### src/sv/fir_filter_sample_defines.svh
// Assertion macros shared by the FIR filter RTL.
// Needs no other file; the including module supplies the clock and reset names.
`ifndef FIR_FILTER_SAMPLE_DEFINES_SVH
`define FIR_FILTER_SAMPLE_DEFINES_SVH

// The condition must hold in the same cycle as its trigger.
`define FS_ASSERT_NOW(label, trig, cond, msg) \
    label: assert property (@(posedge clk) disable iff (!rst_n) (trig) |-> (cond)) \
        else $error(msg);

// The condition must hold in the cycle after its trigger.
`define FS_ASSERT_NEXT(label, trig, cond, msg) \
    label: assert property (@(posedge clk) disable iff (!rst_n) (trig) |=> (cond)) \
        else $error(msg);

`endif

### src/sv/fs_pkg.sv
`timescale 1ns / 1ps
// Package for the FIR filter: sizes, codes, control structs and result types.
// Used by the interfaces and by every module of the block.
package fs_pkg;

    localparam int NUM_TAPS    = 1024;
    localparam int TAP_W       = $clog2(NUM_TAPS);
    localparam int SAMPLE_W    = 32;
    localparam int COEF_W      = 32;
    localparam int IDX_W       = 10;
    localparam int PROD_W      = SAMPLE_W + COEF_W;
    // Exact sum of NUM_TAPS products plus headroom for the rounding constant.
    localparam int ACC_W       = PROD_W + TAP_W + 1;
    localparam int SCALE_SHIFT = 28;
    localparam int OUT_TOP     = SCALE_SHIFT + SAMPLE_W - 1;

    localparam logic [TAP_W-1:0]    LAST_TAP   = TAP_W'(NUM_TAPS - 1);
    localparam logic [ACC_W-1:0]    ROUND_HALF = ACC_W'(1) << (SCALE_SHIFT - 1);
    localparam logic [SAMPLE_W-1:0] SAT_MAX    = {1'b0, {(SAMPLE_W-1){1'b1}}};
    localparam logic [SAMPLE_W-1:0] SAT_MIN    = {1'b1, {(SAMPLE_W-1){1'b0}}};

    localparam logic REQ_COEF   = 1'b0;
    localparam logic REQ_SAMPLE = 1'b1;

    typedef enum logic [2:0] {
        ST_CLEAR,
        ST_IDLE,
        ST_RUN,
        ST_DRAIN,
        ST_DONE
    } state_t;

    // Write and read commands from the sequencer to the two memories.
    typedef struct packed {
        logic                coef_we;
        logic [TAP_W-1:0]    coef_waddr;
        logic [COEF_W-1:0]   coef_wdata;
        logic                hist_we;
        logic [TAP_W-1:0]    hist_waddr;
        logic [SAMPLE_W-1:0] hist_wdata;
        logic                rd_en;
        logic                rd_last;
        logic [TAP_W-1:0]    coef_raddr;
        logic [TAP_W-1:0]    hist_raddr;
    } mem_cmd_t;

    // One tap pair as read from the memories.
    typedef struct packed {
        logic                vld;
        logic                last;
        logic [COEF_W-1:0]   coef;
        logic [SAMPLE_W-1:0] sample;
    } tap_rd_t;

    typedef struct packed {
        logic [SAMPLE_W-1:0] filtered;
        logic                saturated;
    } res_t;

endpackage

### src/sv/fs_mac.sv
`timescale 1ns / 1ps
// Multiply-accumulate datapath with rounding to Q1.31 and saturation.
// Depends on fs_pkg for widths, rounding constant and the result struct.
module fs_mac import fs_pkg::*;
(
    input  logic    clk,
    input  logic    rst_n,
    input  logic    start,
    input  tap_rd_t rd,
    output logic    done,
    output res_t    res
);

    logic signed [PROD_W-1:0] prod_next;
    logic [PROD_W-1:0]        prod_reg;
    logic                     prod_vld_reg;
    logic                     prod_last_reg;
    logic [ACC_W-1:0]         acc_reg;
    logic [ACC_W-1:0]         acc_next;
    logic                     acc_fin_reg;
    logic [ACC_W-1:0]         rnd_reg;
    logic                     neg_reg;
    logic                     rnd_vld_reg;
    logic [ACC_W-OUT_TOP-1:0] upper;
    logic                     fits;
    res_t                     res_next;
    res_t                     res_reg;
    logic                     done_reg;

    assign prod_next = $signed(rd.coef) * $signed(rd.sample);
    assign acc_next  = acc_reg + {{(ACC_W-PROD_W){prod_reg[PROD_W-1]}}, prod_reg};

    // The scaled value fits in 32 bits when every bit above it repeats its sign.
    assign upper = rnd_reg[ACC_W-1:OUT_TOP];
    assign fits  = (&upper) | ~(|upper);

    always_comb
    begin
        res_next.saturated = ~fits;
        if (fits)
        begin
            res_next.filtered = rnd_reg[OUT_TOP:SCALE_SHIFT];
        end
        else if (neg_reg)
        begin
            res_next.filtered = SAT_MIN;
        end
        else
        begin
            res_next.filtered = SAT_MAX;
        end
    end

    always_ff @(posedge clk)
    begin
        if (rd.vld)
        begin
            prod_reg <= prod_next;
        end
        if (start)
        begin
            acc_reg <= '0;
        end
        else if (prod_vld_reg)
        begin
            acc_reg <= acc_next;
        end
        if (acc_fin_reg)
        begin
            rnd_reg <= acc_reg + ROUND_HALF;
            neg_reg <= acc_reg[ACC_W-1];
        end
        if (rnd_vld_reg)
        begin
            res_reg <= res_next;
        end
    end

    always_ff @(posedge clk or negedge rst_n)
    begin
        if (!rst_n)
        begin
            prod_vld_reg  <= 1'b0;
            prod_last_reg <= 1'b0;
            acc_fin_reg   <= 1'b0;
            rnd_vld_reg   <= 1'b0;
            done_reg      <= 1'b0;
        end
        else
        begin
            prod_vld_reg  <= rd.vld;
            prod_last_reg <= rd.vld & rd.last;
            acc_fin_reg   <= prod_vld_reg & prod_last_reg;
            rnd_vld_reg   <= acc_fin_reg;
            done_reg      <= rnd_vld_reg;
        end
    end

    assign done = done_reg;
    assign res  = res_reg;

endmodule

### config.mk
export PLATFORM = sky130hd
export DESIGN_NAME = fs_mac
export DESIGN_NICKNAME = d
export VERILOG_FILES = /design/src/sv/fir_filter_sample_defines.svh /design/src/sv/fs_pkg.sv /design/src/sv/fs_mac.sv
export SDC_FILE = /design/constraint.sdc
export NUM_CORES = 2
export LEC_CHECK = 0
export ABC_AREA = 1
export BUFFER_PORTS_ARGS = -buffer_cell sky130_fd_sc_hd__clkbuf_2
export CAP_MARGIN = 20
export CORE_ASPECT_RATIO = 0.5
export CORE_MARGIN = 1
export CORE_UTILIZATION = 30
export DETAILED_ROUTE_END_ITERATION = 16
export PLACE_DENSITY = 0.4
export SLEW_MARGIN = 20
export SYNTH_ARGS = -nofsm -noshare
export SYNTH_HDL_FRONTEND = slang
export SYNTH_SLANG_ARGS = --single-unit
### constraint.sdc
create_clock -name clk -period 2.9 [get_ports clk]
set_input_delay 0 -clock clk [delete_from_list [all_inputs] [get_ports clk]]
set_output_delay 0 -clock clk [all_outputs]
set_load 0.1 [all_outputs]
== Word-level counts from Yosys, hierarchy flattened ==
Index checks and enable logic that the tools add are counted.
Storage, ports and cells
  register bits: 253
  input bits: 69
  output and inout port bits: 34
  logic and storage cells: 23
Cells by class
  $add $sub $neg: 2
  $mul: 1
  multiplexer cells: 2
  bitwise operators: 5
  reduce and logical (&&, ||, !) cells: 2
Operators with widths (count)
  $add A75 B28 Y75 const B: 1
  $add A75 B75 Y75: 1
  $mul A32 B32 Y64: 1
  $mux W32: 2
  $reduce_and A16 Y1: 1
  $reduce_or A16 Y1: 1
  $and A1 B1 Y1: 2
  $not A1 Y1: 2
  $or A1 B1 Y1: 1

== Logic depth before layout (Yosys ltp) ==
  word-level depth: 4
  gate-level depth with buffers: 32
  mapped depth without buffers: 31

== Worst setup path before layout ==
OpenSTA, ideal clock, no wires.
  kind: input -> register
  from: input port rd[63] in the netlist's numbering
  to: register prod_reg[63] (data pin)
  arrival time: 6.675 ns
  data required time: 2.647 ns
  path slack: -4.028 ns
  stages on the path: 28
  cells stage by stage: clkbuf_1 -> nand2_1 -> inv_1 -> fa_1 -> inv_1 -> fa_1 -> inv_1 -> fa_1 -> fa_1 -> inv_1 -> fa_1 -> inv_1 -> fa_1 -> inv_1 -> fa_1 -> fa_1 -> inv_1 -> ha_1 -> a21oi_1 -> inv_1 -> a31oi_1 -> o21ai_0 -> nand2_1 -> o211ai_1 -> a21oi_1 -> nand2_1 -> nand3_1 -> nand2_1
Between the ends
  word-level cells in the longest chain between the ends: 1
Ends and longest elaborated chain
  start, declared: line fs_mac.sv:9  | input tap_rd_t rd,
  $mul A32 B32 Y64: line fs_mac.sv:30  | assign prod_next = $signed(rd.coef) * $signed(rd.sample);
  via prod_next[63]: line fs_mac.sv:14  | logic signed [PROD_W-1:0] prod_next;
  end signal, assigned: line fs_mac.sv:58  | prod_reg <= prod_next;
  end, declared: line fs_mac.sv:15  | logic [PROD_W-1:0] prod_reg;
The timed path passes the listed nets, and every way through them passes these cells.
A chain may end at the register's enable or synchronous reset.

== Worst setup path after layout ==
  from: input port rd[63] in the netlist's numbering
  to: register prod_reg[52] (data pin)
The elaborated chain is that of the path after synthesis.

==> flow_metrics.env <==
export IMPL_die_y_um=299.4
export IMPL_max_stage_delay_ns=0.65
export IMPL_cts_clk_slew_worst_paths_ns=0.06
export IMPL_grt_total_usage_pct=22.71
export IMPL_grt_pass1_wl_um=303200
export IMPL_yosysTopAreaCell="fa_1"
export IMPL_timing_rr_start="prod_reg[30]$_DFFE_PP_"
export IMPL_dp_cells=9881
export IMPL_synthFlopType="edfxtp_1"
export IMPL_rows=108
export IMPL_fmax_mhz=159.1
export IMPL_ys_seq_area_share_pct=11.27
export IMPL_cts_tree="yes"
export IMPL_cts_buffer_depth=3
export IMPL_clk_latency_ns=0.63
export IMPL_hold_viol_final=0
export IMPL_drt_iter0_markers=2787
export IMPL_period_minus_slack_ns=6.285
export IMPL_grt_antenna_before_repair=7
export IMPL_core_area_mm2=0.1746
export IMPL_finalSetupViolations=59
export IMPL_syn_num_nets=8323
export IMPL_fillers=18220
export IMPL_gp_congestion=0.9218
export IMPL_initial_utilization_pct=30.40
export IMPL_wirelength_um=201000
export IMPL_whs_ns=0.08746
export IMPL_rsz0062_at_grt="yes"
export IMPL_start_kind="primary input"
export IMPL_worst_r2r_endpoint="acc_reg[59]$_SDFFE_PP0P_"
export IMPL_synth_area_leaders="fa_1, inv_1, nand2_1"
export IMPL_die_width_um=596.8
export IMPL_r2r_slack_ns=0.17
export IMPL_clock_root_buffer="clkbuf_16"
export IMPL_via_per_inst=4.452
export IMPL_multi_input_area_mm2=0.04221
export IMPL_regArea_mm2=0.005983
export IMPL_synthCells=6912
export IMPL_vias=44720
export IMPL_violations="setup timing"
export IMPL_drc=0
export IMPL_globalRoute_totalOverflow=0
export IMPL_synth_commonest_cells="inv_1, nand2_1, fa_1"
export IMPL_end_kind="register"
export IMPL_n_antenna_cell=0
export IMPL_startpoint="rd[63]"
export IMPL_setup_ws_ns=-3.385
export IMPL_post_route_period_util_pct=216.7
export IMPL_cts_made_buffers=28
export IMPL_area_growth_pct=29.70
export IMPL_synth_seq_cells=225
export IMPL_synth_edff_count=145
export IMPL_nets=9067
export IMPL_ys_async_sr_fraction_pct=2.222
export IMPL_htreeDepth=1
export IMPL_worstPathArrival_ns=6.62
export IMPL_critical_path_required_ns=3.24
export IMPL_cp_max_fo=8
export IMPL_grt_max_degree=79
export IMPL_routedWlPerCell_um=20.01
export IMPL_yosysTopAreaCellShare_pct=40.85
export IMPL_hpwl_um=171200
export IMPL_first_global_vias=47160
export IMPL_status="complete, but fails checks"
export IMPL_first_pass_iters=5
export IMPL_syn_area_per_cell_um2=7.679
export IMPL_largest_register_ffs=75
export IMPL_slowest_stage="fa_2"
export IMPL_hold_class="primary input to register"
export IMPL_worstMarginPinSlew_ns=1.056
export IMPL_dieArea_mm2=0.1787
export IMPL_critical_path_class="primary input to register"
export IMPL_place_ws_ns=-4.129
export IMPL_yosysWarnings=0
export IMPL_synth_distinct_cells=45
export IMPL_ios=103
export IMPL_drv_slew=0
export IMPL_rr_worst_depth=13
export IMPL_max_slew_margin_pct=29.59
export IMPL_endpoint="prod_reg[52]$_DFFE_PP_"
export IMPL_drv_cap=0
export IMPL_synth_most_common_cell="inv_1"
export IMPL_portBuffers=102
export IMPL_crit_path_frequent_cell="fa_1"
export IMPL_skew_ns=0.05245
export IMPL_ant_nets=0
export IMPL_synth_area_mm2=0.05308
export IMPL_drive_gt1_share_pct=21.57
export IMPL_fin_cells=10040
export IMPL_cts_sinks=225
-- what timing repair did --
action                                  CTS  global route
hold buffers                              5             0
endpoints found under the setup margin   59            74
pin swaps                               237           242
gates resized for setup                 438           349
gates cloned                             13             3
hold endpoints to repair                 27             0
setup buffers                            68            42
-- final cells by class --
cell class / count / share of cell area, %
repair buffers: 936 / 13.40
inverters: 1982 / 10.82
clock buffers: 30 / 1.029
flip-flops and latches: 225 / 8.692
multi-input cells: 4483 / 61.32
well taps: 2365 / 4.299
clock inverters: 22 / 0.4435
-- critical path: cells and delay by family --
| family | cells | cell delay [ns] |
|---|---|---|
| adders and majority gates | 9 | 4.56 |
| and+or+nand+nor | 8 | 0.88 |
| buffers and inverters | 12 | 1.15 |
-- metal layers --
layer	GRT usage [%]	up-vias	part of all wire (%)
met4	3.187	0	1.6
met2	34.57	949	42
met1	35.38	22230	51
li1	-	21410	-
met5	0	-	0
met3	2.125	133	4.6
-- through the flow --
step           util, %  area, µm²  TNS [ns]
2_1_floorplan        -      54820   -159.96
3_3_place_gp     36.38      63510   -214.59
3_5_place_dp     36.38      63510   -214.19
4_1_cts          38.46      67150   -163.50
5_1_grt          39.43      68840   -174.99
6_report         39.43      68840   -166.08
-- cell usage in the layout, fill, tap and decap left out, types with 11 or more instances in the layout --
cell type,count
inv_1,1862
nand2_1,1721
fa_1,1009
buf_4,608
nor2_1,333
ha_1,179
a21oi_1,164
edfxtp_1,145
nand3_1,131
buf_12,119
inv_2,117
xor2_1,101
o21ai_0,99
buf_6,83
nand2_2,81
ha_4,80
clkbuf_2,76
dfxtp_1,75
fa_2,74
nand2_4,47
nor2_2,44
nand4_1,41
nor2_4,40
a21oi_2,38
clkbuf_16,38
nor3_1,28
o21bai_1,27
o21ai_2,21
nor4_1,21
nand3_2,20
xnor2_1,19
a21oi_4,18
o21ai_1,13
nor3_4,11
a21o_1,11
xor2_2,11
o211ai_1,11
-- how the worst min path moves through the flow --
stage                                to  startpoint  depth (start not counted)
6_report       acc_reg[74]$_SDFFE_PP0P_       start                          2
2_1_floorplan     acc_fin_reg$_DFF_PN0_       rst_n                          0
3_3_place_gp             done$_DFF_PN0_       rst_n                          1
5_1_grt        acc_reg[74]$_SDFFE_PP0P_       start                          2
4_1_cts        acc_reg[74]$_SDFFE_PP0P_       start                          2
3_5_place_dp             done$_DFF_PN0_       rst_n                          1
-- cells by family (layout without fill, tap and decap cells) --
kind of cell / Yosys count / count (layout) / synth area share (%)
and+or+nand+nor: 2551 / 2551 / 19.22
buffers and inverters: 2204 / 2970 / 15.59
adders and majority gates: 1342 / 1342 / 46.95
AOI/OAI and AO/OA: 450 / 450 / 4.653
DFF: 225 / 225 / 11.27
xor gates and xnor gates: 140 / 140 / 2.310
Power is left out: the tool's default activity adds up to more than one toggle a clock period on the data nets, which glitch-free logic cannot reach.
